<file path="config.mk">
export PLATFORM = sky130hd
export DESIGN_NAME = xmodem_receiver_top
export DESIGN_NICKNAME = d
export VERILOG_FILES = /design/src/rtl/xmr_pkg.sv /design/src/rtl/xmodem_receiver_top.sv
export SDC_FILE = /design/constraint.sdc
export NUM_CORES = 1
export LEC_CHECK = 0
export BUFFER_PORTS_ARGS = -buffer_cell sky130_fd_sc_hd__buf_2
export CAP_MARGIN = 10
export CORE_ASPECT_RATIO = 1.1
export CORE_MARGIN = 1.5
export CORE_UTILIZATION = 42
export DETAILED_ROUTE_END_ITERATION = 6
export PLACE_DENSITY_LB_ADDON = 0.25
export SYNTH_ARGS = -nofsm -noshare
export SYNTH_HDL_FRONTEND = slang
export SYNTH_SLANG_ARGS = --single-unit
</file>
<file path="constraint.sdc">
create_clock -name clk -period 3.45 [get_ports clk]
set_input_delay 0.345 -clock clk [delete_from_list [all_inputs] [get_ports clk]]
set_output_delay 0.345 -clock clk [all_outputs]
set_load 0.1 [all_outputs]
</file>
<file path="src/rtl/xmr_pkg.sv">
`timescale 1ns / 1ps

package xmr_pkg;

  localparam logic [7:0] B_SOH    = 8'h01;
  localparam logic [7:0] B_STX    = 8'h02;
  localparam logic [7:0] B_EOT    = 8'h04;
  localparam logic [7:0] B_ACK    = 8'h06;
  localparam logic [7:0] B_NAK    = 8'h15;
  localparam logic [7:0] B_CAN    = 8'h18;
  localparam logic [7:0] B_CRCREQ = 8'h43;

  localparam logic [15:0] CRC_POLY = 16'h1021;
  localparam logic [15:0] CRC_MSB  = 16'h8000;

  localparam logic [10:0] BLK_SIZE_SHORT = 11'd128;
  localparam logic [10:0] BLK_SIZE_LONG  = 11'd1024;

  typedef enum logic [1:0] {
    OP_START   = 2'd0,
    OP_BYTE    = 2'd1,
    OP_TICK    = 2'd2,
    OP_CARRIER = 2'd3
  } op_t;

  typedef enum logic [1:0] {
    REG_MODE       = 2'd0,
    REG_HDR_TMO    = 2'd1,
    REG_BYTE_TMO   = 2'd2,
    REG_MAX_ERRORS = 2'd3
  } reg_idx_t;

  typedef enum logic [1:0] {
    BEND_NONE    = 2'd0,
    BEND_COMMIT  = 2'd1,
    BEND_DISCARD = 2'd2
  } bend_t;

  typedef enum logic [2:0] {
    ST_IDLE      = 3'd0,
    ST_RUNNING   = 3'd1,
    ST_SUCCESS   = 3'd2,
    ST_CARRIER   = 3'd3,
    ST_ERRORS    = 3'd4,
    ST_CANCELLED = 3'd5
  } status_t;

  typedef enum logic [3:0] {
    PH_IDLE    = 4'd0,
    PH_HDR     = 4'd1,
    PH_BNUM    = 4'd2,
    PH_BCMP    = 4'd3,
    PH_DATA    = 4'd4,
    PH_CRCHI   = 4'd5,
    PH_CKLO    = 4'd6,
    PH_PURGE   = 4'd7,
    PH_OK      = 4'd8,
    PH_CARRIER = 4'd9,
    PH_ERRORS  = 4'd10,
    PH_CANCEL  = 4'd11
  } phase_t;

  function automatic logic [15:0] crc_update(input logic [15:0] crc, input logic [7:0] b);
    logic [15:0] c;
    c = crc ^ {b, 8'h00};
    for (int i = 0; i < 8; i++) begin
      if ((c & CRC_MSB) != 16'h0000) c = {c[14:0], 1'b0} ^ CRC_POLY;
      else c = {c[14:0], 1'b0};
    end
    return c;
  endfunction

  function automatic logic is_running(input phase_t ph);
    return (ph >= PH_HDR) && (ph <= PH_PURGE);
  endfunction

  function automatic status_t phase_status(input phase_t ph);
    status_t s;
    case (ph)
      PH_IDLE:    s = ST_IDLE;
      PH_OK:      s = ST_SUCCESS;
      PH_CARRIER: s = ST_CARRIER;
      PH_ERRORS:  s = ST_ERRORS;
      PH_CANCEL:  s = ST_CANCELLED;
      default:    s = is_running(ph) ? ST_RUNNING : ST_CANCELLED;
    endcase
    return s;
  endfunction

endpackage

</file>
<file path="src/rtl/xmodem_receiver_top.sv">
`timescale 1ns / 1ps

// xmodem receiver for checksum, crc-16 and 1k block modes. every input word
// (start, received byte, one-second tick or carrier loss) yields exactly one
// result word, registered in the cycle after it is accepted; the whole protocol step,
// including the byte-wide crc update, is combinational between the input handshake
// and the result register, so a new word is taken every cycle as long as the
// result side keeps up (in_ready follows out_ready whenever a result is held).
// payload bytes stream out on out_data_* and are committed or discarded through
// out_block_end when the block check completes or the block is abandoned. configuration
// writes take effect on the next cycle and belong between transfers.
module xmodem_receiver_top (
  input  logic        clk,
  input  logic        rst_n,
  input  logic        cfg_we,
  input  logic [1:0]  cfg_index,
  input  logic [7:0]  cfg_wdata,
  input  logic        in_valid,
  output logic        in_ready,
  input  logic [1:0]  in_op,
  input  logic [7:0]  in_rx_byte,
  output logic        out_valid,
  input  logic        out_ready,
  output logic        out_send_valid,
  output logic [7:0]  out_send_byte,
  output logic        out_data_valid,
  output logic [7:0]  out_data_byte,
  output logic [1:0]  out_block_end,
  output logic [2:0]  out_transfer_status,
  output logic [15:0] out_good_blocks,
  output logic [7:0]  out_error_count
);

  logic [1:0] mode_r;
  logic [7:0] hdr_tmo_r, byte_tmo_r, max_err_r;

  xmr_pkg::phase_t phase_r, phase_nxt;
  logic [7:0]  exp_blk_r, exp_blk_nxt;
  logic [7:0]  rcv_blk_r, rcv_blk_nxt;
  logic [10:0] byte_cnt_r, byte_cnt_nxt;
  logic [15:0] crc_r, crc_nxt;
  logic [7:0]  sum_r, sum_nxt;
  logic [7:0]  crc_hi_r, crc_hi_nxt;
  logic [7:0]  attempts_r, attempts_nxt;
  logic [7:0]  silence_r, silence_nxt;
  logic [7:0]  pend_r, pend_nxt;
  logic [15:0] good_r, good_nxt;

  logic        out_valid_r;
  logic        sv_r, dv_r;
  logic [7:0]  sb_r, db_r;
  logic [1:0]  bend_r;
  logic [2:0]  st_r;
  logic [15:0] good_out_r;
  logic [7:0]  err_out_r;

  logic        sv, dv;
  logic [7:0]  sb, db;
  xmr_pkg::bend_t bend;

  logic        accept;
  logic        crc_mode, long_blk, streamed, ok;
  logic [7:0]  opening, hdr_byte, limit, sil_inc;
  logic [10:0] blk_size, cnt_inc;
  logic [15:0] crc_new;

  assign accept    = in_valid && in_ready;
  assign in_ready  = !out_valid_r || out_ready;
  assign crc_mode  = (mode_r != 2'd0);
  assign long_blk  = mode_r[1];
  assign opening   = crc_mode ? xmr_pkg::B_CRCREQ : xmr_pkg::B_NAK;
  assign hdr_byte  = long_blk ? xmr_pkg::B_STX : xmr_pkg::B_SOH;
  assign blk_size  = long_blk ? xmr_pkg::BLK_SIZE_LONG : xmr_pkg::BLK_SIZE_SHORT;
  assign streamed  = (phase_r == xmr_pkg::PH_DATA && byte_cnt_r != 11'd0) ||
                     phase_r == xmr_pkg::PH_CRCHI || phase_r == xmr_pkg::PH_CKLO;
  assign limit     = (phase_r == xmr_pkg::PH_HDR) ? hdr_tmo_r : byte_tmo_r;
  assign sil_inc   = (silence_r == 8'hFF) ? silence_r : silence_r + 8'd1;
  assign cnt_inc   = byte_cnt_r + 11'd1;
  assign crc_new   = xmr_pkg::crc_update(crc_r, in_rx_byte);
  assign ok        = crc_mode ? ({crc_hi_r, in_rx_byte} == crc_r) : (in_rx_byte == sum_r);

  always_ff @(posedge clk) begin
    if (!rst_n) begin
      mode_r     <= 2'd1;
      hdr_tmo_r  <= 8'd10;
      byte_tmo_r <= 8'd2;
      max_err_r  <= 8'd10;
    end else if (cfg_we) begin
      case (xmr_pkg::reg_idx_t'(cfg_index))
        xmr_pkg::REG_MODE:       mode_r     <= cfg_wdata[1:0];
        xmr_pkg::REG_HDR_TMO:    hdr_tmo_r  <= cfg_wdata;
        xmr_pkg::REG_BYTE_TMO:   byte_tmo_r <= cfg_wdata;
        xmr_pkg::REG_MAX_ERRORS: max_err_r  <= cfg_wdata;
        default: ;
      endcase
    end
  end

  always_comb begin
    logic hdr_enter;
    logic [7:0] att_base;
    hdr_enter    = 1'b0;
    att_base     = attempts_r;
    phase_nxt    = phase_r;
    exp_blk_nxt  = exp_blk_r;
    rcv_blk_nxt  = rcv_blk_r;
    byte_cnt_nxt = byte_cnt_r;
    crc_nxt      = crc_r;
    sum_nxt      = sum_r;
    crc_hi_nxt   = crc_hi_r;
    attempts_nxt = attempts_r;
    silence_nxt  = silence_r;
    pend_nxt     = pend_r;
    good_nxt     = good_r;
    sv   = 1'b0;
    sb   = 8'h00;
    dv   = 1'b0;
    db   = 8'h00;
    bend = xmr_pkg::BEND_NONE;

    case (xmr_pkg::op_t'(in_op))
      xmr_pkg::OP_START: begin
        if (streamed) bend = xmr_pkg::BEND_DISCARD;
        exp_blk_nxt  = 8'd1;
        rcv_blk_nxt  = 8'd0;
        byte_cnt_nxt = 11'd0;
        crc_nxt      = 16'h0000;
        sum_nxt      = 8'h00;
        crc_hi_nxt   = 8'h00;
        pend_nxt     = 8'h00;
        good_nxt     = 16'h0000;
        att_base     = 8'h00;
        attempts_nxt = 8'h00;
        sv = 1'b1;
        sb = opening;
        hdr_enter = 1'b1;
      end
      xmr_pkg::OP_CARRIER: begin
        if (xmr_pkg::is_running(phase_r)) begin
          if (streamed) bend = xmr_pkg::BEND_DISCARD;
          sv = 1'b1;
          if (phase_r == xmr_pkg::PH_HDR) sb = opening;
          else if (phase_r == xmr_pkg::PH_PURGE) sb = pend_r;
          else sb = xmr_pkg::B_NAK;
          phase_nxt = xmr_pkg::PH_CARRIER;
        end
      end
      xmr_pkg::OP_TICK: begin
        if (xmr_pkg::is_running(phase_r)) begin
          silence_nxt = sil_inc;
          if (sil_inc >= limit) begin
            silence_nxt = 8'h00;
            if (phase_r == xmr_pkg::PH_HDR) begin
              pend_nxt  = opening;
              phase_nxt = xmr_pkg::PH_PURGE;
            end else if (phase_r == xmr_pkg::PH_PURGE) begin
              sv = 1'b1;
              sb = pend_r;
              silence_nxt = sil_inc;
              hdr_enter = 1'b1;
            end else begin
              if (streamed) bend = xmr_pkg::BEND_DISCARD;
              pend_nxt  = xmr_pkg::B_NAK;
              phase_nxt = xmr_pkg::PH_PURGE;
            end
          end
        end
      end
      default: begin
        if (xmr_pkg::is_running(phase_r)) begin
          silence_nxt = 8'h00;
          case (phase_r)
            xmr_pkg::PH_HDR: begin
              if (in_rx_byte == xmr_pkg::B_EOT) begin
                sv = 1'b1;
                sb = xmr_pkg::B_ACK;
                phase_nxt = xmr_pkg::PH_OK;
              end else if (in_rx_byte == xmr_pkg::B_CAN) begin
                phase_nxt = xmr_pkg::PH_CANCEL;
              end else if (in_rx_byte == hdr_byte) begin
                phase_nxt = xmr_pkg::PH_BNUM;
              end else begin
                pend_nxt  = xmr_pkg::B_NAK;
                phase_nxt = xmr_pkg::PH_PURGE;
              end
            end
            xmr_pkg::PH_BNUM: begin
              rcv_blk_nxt = in_rx_byte;
              phase_nxt   = xmr_pkg::PH_BCMP;
            end
            xmr_pkg::PH_BCMP: begin
              if ((in_rx_byte ^ rcv_blk_r) != 8'hFF) begin
                pend_nxt  = xmr_pkg::B_NAK;
                phase_nxt = xmr_pkg::PH_PURGE;
              end else if (rcv_blk_r == exp_blk_r - 8'd1) begin
                // duplicate of the last block: ack it after the purge
                pend_nxt  = xmr_pkg::B_ACK;
                phase_nxt = xmr_pkg::PH_PURGE;
              end else if (rcv_blk_r != exp_blk_r) begin
                pend_nxt  = xmr_pkg::B_NAK;
                phase_nxt = xmr_pkg::PH_PURGE;
              end else begin
                phase_nxt    = xmr_pkg::PH_DATA;
                byte_cnt_nxt = 11'd0;
                crc_nxt      = 16'h0000;
                sum_nxt      = 8'h00;
              end
            end
            xmr_pkg::PH_DATA: begin
              dv = 1'b1;
              db = in_rx_byte;
              crc_nxt      = crc_new;
              sum_nxt      = sum_r + in_rx_byte;
              byte_cnt_nxt = cnt_inc;
              if (cnt_inc >= blk_size)
                phase_nxt = crc_mode ? xmr_pkg::PH_CRCHI : xmr_pkg::PH_CKLO;
            end
            xmr_pkg::PH_CRCHI: begin
              crc_hi_nxt = in_rx_byte;
              phase_nxt  = xmr_pkg::PH_CKLO;
            end
            xmr_pkg::PH_CKLO: begin
              if (ok) begin
                bend = xmr_pkg::BEND_COMMIT;
                sv = 1'b1;
                sb = xmr_pkg::B_ACK;
                good_nxt     = good_r + 16'd1;
                exp_blk_nxt  = exp_blk_r + 8'd1;
                att_base     = 8'h00;
                attempts_nxt = 8'h00;
                hdr_enter    = 1'b1;
              end else begin
                bend = xmr_pkg::BEND_DISCARD;
                pend_nxt  = xmr_pkg::B_NAK;
                phase_nxt = xmr_pkg::PH_PURGE;
              end
            end
            default: ;
          endcase
        end
      end
    endcase

    // header wait: abort once the attempt budget is spent
    if (hdr_enter) begin
      if (att_base == max_err_r) begin
        phase_nxt = xmr_pkg::PH_ERRORS;
      end else begin
        attempts_nxt = att_base + 8'd1;
        phase_nxt    = xmr_pkg::PH_HDR;
        silence_nxt  = 8'h00;
      end
    end
  end

  always_ff @(posedge clk) begin
    if (!rst_n) begin
      phase_r     <= xmr_pkg::PH_IDLE;
      exp_blk_r   <= 8'd1;
      rcv_blk_r   <= 8'd0;
      byte_cnt_r  <= 11'd0;
      crc_r       <= 16'h0000;
      sum_r       <= 8'h00;
      crc_hi_r    <= 8'h00;
      attempts_r  <= 8'h00;
      silence_r   <= 8'h00;
      pend_r      <= 8'h00;
      good_r      <= 16'h0000;
      out_valid_r <= 1'b0;
    end else begin
      if (accept) begin
        phase_r    <= phase_nxt;
        exp_blk_r  <= exp_blk_nxt;
        rcv_blk_r  <= rcv_blk_nxt;
        byte_cnt_r <= byte_cnt_nxt;
        crc_r      <= crc_nxt;
        sum_r      <= sum_nxt;
        crc_hi_r   <= crc_hi_nxt;
        attempts_r <= attempts_nxt;
        silence_r  <= silence_nxt;
        pend_r     <= pend_nxt;
        good_r     <= good_nxt;
      end
      if (accept) out_valid_r <= 1'b1;
      else if (out_ready) out_valid_r <= 1'b0;
    end
  end

  always_ff @(posedge clk) begin
    if (accept) begin
      sv_r       <= sv;
      sb_r       <= sb;
      dv_r       <= dv;
      db_r       <= db;
      bend_r     <= bend;
      st_r       <= xmr_pkg::phase_status(phase_nxt);
      good_out_r <= good_nxt;
      err_out_r  <= attempts_nxt;
    end
  end

  assign out_valid           = out_valid_r;
  assign out_send_valid      = sv_r;
  assign out_send_byte       = sb_r;
  assign out_data_valid      = dv_r;
  assign out_data_byte       = db_r;
  assign out_block_end       = bend_r;
  assign out_transfer_status = st_r;
  assign out_good_blocks     = good_out_r;
  assign out_error_count     = err_out_r;

  a_data_while_running: assert property (@(posedge clk) disable iff (!rst_n)
    out_valid && out_data_valid |-> out_transfer_status == xmr_pkg::ST_RUNNING)
    else $error("payload word outside a running transfer");

  a_commit_acks: assert property (@(posedge clk) disable iff (!rst_n)
    out_valid && out_block_end == xmr_pkg::BEND_COMMIT |->
      out_send_valid && out_send_byte == xmr_pkg::B_ACK)
    else $error("block commit without ack");

  a_commit_counts: assert property (@(posedge clk) disable iff (!rst_n)
    out_valid && out_block_end == xmr_pkg::BEND_COMMIT |-> out_error_count <= 8'd1)
    else $error("attempts not cleared on commit");

  a_quiet_send: assert property (@(posedge clk) disable iff (!rst_n)
    out_valid && !out_send_valid |-> out_send_byte == 8'h00)
    else $error("send byte set without send valid");

endmodule

</file>
Yosys cells after proc, flatten, opt, wreduce, memory -nomap -nowiden:

Cells that the tools add are included.

* $add $sub $neg: 7
* magnitude comparators: 6
* equal/unequal tests: 36
* mux-type cells: 131
* bitwise operators: 14
* reduce and logical (&&, ||, !) cells: 34

Operators with widths (count)
* 8-bit two-way mux: 42
* 16-bit two-way mux: 7
* 8-bit case mux with 2 select lines: 7
* 13-bit two-way mux: 8
* 16-bit case mux with 2 select lines: 3
* 8-bit case mux with 3 select lines: 3
* 11-bit two-way mux: 5
* 4-bit two-way mux: 12
* 11-bit case mux with 2 select lines: 2
* 2-bit two-way mux: 14
* 8-bit by 1-bit adder with 8-bit output (second input constant): 3
* 8-bit == test: 3
* 3-bit inverter: 8
* 4-bit case mux with 6 select lines: 1
* 16-bit by 1-bit adder with 16-bit output (second input constant): 1
* 16-bit == test: 1
* 4-bit by 3-bit == test with 1-bit output (second input constant): 4
* 4-bit == test (second input constant): 4
* 4-bit by 2-bit inequality test with 1-bit output (second input constant): 4
* 16-bit bitwise XOR: 1
* 3-bit two-way mux: 5
* 3-bit case mux with 5 select lines: 1
* 1-bit two-way mux: 14
* 2-bit nonzero test: 7
* 44 further kinds: 68

* bits in registers: 177
* input port bits: 25
* logic and storage cells: 252

Logic depth before layout (Yosys ltp):

* word-level depth: 20
* mapped depth: 17
* depth with buffers taken out: 17

Worst setup path before layout:

No wires, ideal clock.

* path kind: register to register
* start point: reg out_valid_r (netlist: out_valid)
* end point: reg good_r[3]
* arrival: 3759 ps
* data required time: 3322 ps
* slack: -437 ps
* cell stages (with the launch flop): 8
* path buffers: 1
* cell sequence: dfxtp_1 -> nand2b_1 -> nand2_1 -> inv_1 -> clkbuf_1 -> nand2_1 -> a21oi_1 -> nor2_1

* word-level cells in the longest chain between the ends: 3

RTL lines
* from (decl): line xmodem_receiver_top.sv:49 `logic out_valid_r;`
* from (signal assigned): line xmodem_receiver_top.sv:269 `out_valid_r <= 1'b0;`
* from (signal assigned): line xmodem_receiver_top.sv:284 `if (accept) out_valid_r <= 1'b1;`
* from (signal assigned): line xmodem_receiver_top.sv:285 `else if (out_ready) out_valid_r <= 1'b0;`
* 1-bit logical NOT: line xmodem_receiver_top.sv:68 `assign in_ready = !out_valid_r || out_ready;`
* 1-bit logical OR: line xmodem_receiver_top.sv:68
* net in_ready: line xmodem_receiver_top.sv:19 `output logic in_ready,`
* 1-bit logical AND: line xmodem_receiver_top.sv:67 `assign accept = in_valid && in_ready;`
* net accept: line xmodem_receiver_top.sv:61 `logic accept;`
* to (signal assigned): line xmodem_receiver_top.sv:282 `good_r <= good_nxt;`
* to (decl): line xmodem_receiver_top.sv:47 `logic [15:0] good_r, good_nxt;`

The timed path passes the listed nets, and every way through them passes these cells.
A chain may end at the register's enable or synchronous reset.

Worst setup path after layout:

* start point: reg silence_r[4]
* end point: reg err_out_r[7] (netlist: out_error_count[7]), data pin

* word-level cells in the longest chain between the ends: 7
* elaborated cells between the ends (all ways): 8
* classes of those cells: add/sub: 1; order compare: 1; eq/ne: 1; mux: 5

RTL lines
* from (decl): line xmodem_receiver_top.sv:45 `logic [7:0] silence_r, silence_nxt;`
* from (signal assigned): line xmodem_receiver_top.sv:280 `silence_r <= silence_nxt;`
* 8-bit by 1-bit adder with 8-bit output / 8-bit == test (equally long branches): line xmodem_receiver_top.sv:77 `assign sil_inc = (silence_r == 8'hFF) ? silence_r : silence_r + 8'd1;`
* 8-bit two-way mux *: line xmodem_receiver_top.sv:77
* 8-bit greater-or-equal comparator *: line xmodem_receiver_top.sv:151 `if (sil_inc >= limit) begin`
* 1-bit two-way mux *: line xmodem_receiver_top.sv:151
* 1-bit two-way mux *: line xmodem_receiver_top.sv:149 `if (xmr_pkg::is_running(phase_r)) begin`
* 1-bit case mux with 3 select lines *: line xmodem_receiver_top.sv:121 `case (xmr_pkg::op_t'(in_op))`
* 8-bit two-way mux *: line xmodem_receiver_top.sv:245 `if (hdr_enter) begin`
* net attempts_nxt[7]: line xmodem_receiver_top.sv:44 `logic [7:0] attempts_r, attempts_nxt;`
* to (signal assigned): line xmodem_receiver_top.sv:298 `err_out_r <= attempts_nxt;`
* to (decl): line xmodem_receiver_top.sv:55 `logic [7:0] err_out_r;`

Mark *: on every way through the listed nets, which the timed path passes. The rest lies on a longest branch.

==> metrics.txt <==
status finished, final reports clean; Post-synth top flop dfxtp_1; # placed instances 1,532; Setup violations, final 0; syn avg cell area 8.45 um^2; LEAKAGE 4.59 nW; mux contribution to synthesized area 0.0301; crit share post-route 0.987; GP Congestion 0.857; Critical path buffers and inverters 5; met2 Use GR 0.329; DIE AREA 0.0244 mm^2; most frequent CP cell buf_4; post-synth top area share 0.264; die height 164 um; fmax 0.294 GHz; Area growth syn-to-layout 20.0%; Multi-input gate area 0.00570 mm^2; CTS tree built; Synth area leaders dfxtp_1 26%, edfxtp_1 14%, nor2_1 5.2%; Final #Nets 1,312; Rel. slew slack 0.325; Avg WL per Cell 15.6 um; HPWL reported at the end of detailed placement 17.1 mm; Final Max Slew Viols 0; Clk pin slew, worst setup/hold paths 70 ps; Post-DRT Antenna Nets 0; Tot GR Track Use 0.201; ANT cells 0; CP startpoint kind register; first-pass GRT wire length 39.5 mm; PwrDens 416 mW/mm^2; flops & latches, synth 177; CP max stage delay 320 ps; hold crit path type input pin to register; met3 Use GR 0.0288; clk_skew 10.3 ps; routed vias/inst 5.46; Critical Path Sink Type register; XOR/XNOR share of the synthesized area 0.0863; IO buf count 73; FP Rows 58; worst endpoint required time 3640 ps; CTS sink count 177; Max-Cap Viols 0; final core utilization 0.515; share of cells above drive strength 1 0.209; fin crit period 3400 ps; mapped cell area 0.00985 mm^2; final hold vios 0; Via Count 8,581; Critical Path, Cell by Cell and3_4 -> and3_4 -> buf_4 -> a31oi_4 -> xnor2_1 -> inv_1 -> ha_4 -> inv_1 -> o21ai_2 -> a41oi_2 -> nor3b_4 -> a311oi_2 -> buf_4 -> or2_4 -> nor4_4 -> buf_4 -> xnor2_2 -> nor2_1; initial drt markers 602; WP data arrival 3600 ps; total CTS buffers 17; global route overflow 0; DR pass1 iterations 6; Simple-Gate Fraction of Synth Area 0.227; Sequential cell area 0.00402 mm^2; H-tree depth 4; Ports 74; initial antenna violation count 0; Synth warnings 0; final-layout fill cell count 2,173; Async SR Flop Fraction 0; clock buffer depth 2; Hold Path Origin in_valid; Finished Layout Cells 1,571; largest family of logic cells by synthesized area simple AND/OR/NAND/NOR gates; CTS root buf clkbuf_16; GRT busiest layer met2; kind of critical path register to register; Synth Area in Adders 0.0376; highest-delay cell along the critical path dfxtp_2; vias in the first global route 7,851; Post-Synthesis Net Count 1,219; Post-Route WL 24.5 mm; post-synthesis compound-gate area fraction 0.166; Post-synth EDFFs 47; R2R Path Start silence_r[4]$_SDFFE_PN0P_; die width 149 um; synth unique cells 75; Seq/Total Area, Yosys 0.408; Reg2Reg Setup Slack 50 ps; area leader, netlist dfxtp_1; Max FO, Critical Path 4; total core area 0.0229 mm^2; Critical Path Source silence_r[4]$_SDFFE_PN0P_; Starting Density 0.429; Slew @ Worst Pin 1010 ps; largest net degree at the start of global routing 59; # DRC 0; RSZ-0062 raised after global routing true; peak supply drop 0.377 mV; GRT met1 Usage 0.268; Synth Instances 1,165; Top delay family on crit path simple AND/OR/NAND/NOR gates; Worst-Skew Late Latency 430 ps; WHS 151 ps
flip-flops by register name, summed over array words and instances, names as in the netlist, 4 cells and up:
name / cells
byte_tmo_r: 8
crc_r: 16
out_send_byte: 8
phase_r: 4
crc_hi_r: 8
rcv_blk_r: 8
out_error_count: 8
attempts_r: 8
pend_r: 8
exp_blk_r: 8
hdr_tmo_r: 8
good_r: 16
max_err_r: 8
silence_r: 8
sum_r: 8
out_good_blocks: 16
out_data_byte: 8
byte_cnt_r: 11
worst reg2reg max path: cells and delay by family, from the launching register on:
family / cells / cell delay, ps
and+or+nand+nor: 6 / 1130
buffers and inverters: 5 / 640
AOI/OAI and AO/OA: 4 / 530
DFF: 1 / 320
adders and majority gates: 1 / 280
xor gates and xnor gates: 2 / 260
metrics by stage:
| stage | TNS [ps] | setup slack (ps) | area, um^2 | total power [mW] |
|---|---|---|---|---|
| floorplan | 0 | 47.7 | 9890 | 2.80 |
| global placement | -681 | -152 | 10800 | 2.98 |
| detailed placement | -2940 | -257 | 10800 | 2.98 |
| CTS | 0 | 9.13 | 11500 | 4.92 |
| global route | -1170 | -118 | 11800 | 5.09 |
| finish | 0 | 46.3 | 11800 | 4.91 |
cells by family (layout without fill, tap and decap cells):
group / after synthesis / count (layout)
flip-flops: 177 / 177
adder cells (fa/ha/maj): 29 / 29
XOR/XNOR: 97 / 97
multiplexers: 29 / 29
AND/OR/NAND/NOR: 462 / 462
buffers and inverters: 110 / 216
AO/OA/AOI/OAI: 261 / 261
metal layers:
layer  share of wire  vias up
li1                -     4299
met1            0.47     4033
met2            0.47      209
met3           0.039       40
met4           0.021        0
met5               0        -
cell type report:
class / count / area share
well taps: 300 / 0.0318
repair buffers: 152 / 0.0853
clock inverters: 14 / 0.0133
inverters: 32 / 0.0102
flip-flops and latches: 177 / 0.340
clock buffers: 18 / 0.0363
multi-input cells: 878 / 0.483
synthesized netlist by cell type (all sizes together), types with 9 or more instances:
cell      n
nor2    136
nand2   131
dfxtp   130
a21oi    85
clkbuf   68
o21ai    67
xnor2    51
edfxtp   47
xor2     46
nand3    34
a22oi    33
nor3     33
inv      32
ha       28
mux2i    24
nor4     17
and3     15
or3      15
a31oi    14
and2     14
nand4    14
nor3b    13
or2      11
buf      10
a21o      9
power by group:
part | switching (mW) | leakage, nW | internal (mW)
combinational | 0.548 | 2.78 | 0.208
sequential | 0.0305 | 1.53 | 2.19
clock | 0.858 | 0.283 | 1.08
total | 1.44 | 4.59 | 3.47
what timing repair did:
item	CTS	global route
cloned	0	1
hold buffers	0	0
buffers inserted	3	4
setup endpoints to repair	31	37
resized for setup	18	49
pin swaps	15	18
worst paths after layout:
path,endpoint,cells after the start
setup / recovery,out_error_count[7]$_DFFE_PP_,18
setup reg to reg,out_error_count[7]$_DFFE_PP_,18
hold reg to reg,pend_r[7]$_SDFFE_PN0P_,2
hold / removal,out_valid$_SDFFE_PN0P_,3
placed cells by master, fill, tap and decap left out, types with 6 or more instances in the layout:
master / count
xnor2_1: 49
a21oi_1: 81
inv_1: 29
nand3_1: 31
nor3b_1: 12
nand3b_1: 6
a21o_1: 9
a31oi_1: 13
edfxtp_1: 47
nor2_1: 133
xor2_1: 46
nand4_1: 14
a22oi_1: 33
and3_1: 13
mux2i_1: 21
clkbuf_16: 18
nor4_1: 14
or2_2: 9
dfxtp_1: 125
buf_4: 72
ha_1: 23
and2_1: 13
o21ai_0: 57
nand2_1: 130
buf_2: 73
or3_1: 14
nor3_1: 27
(Power assumes the default switching activity.)
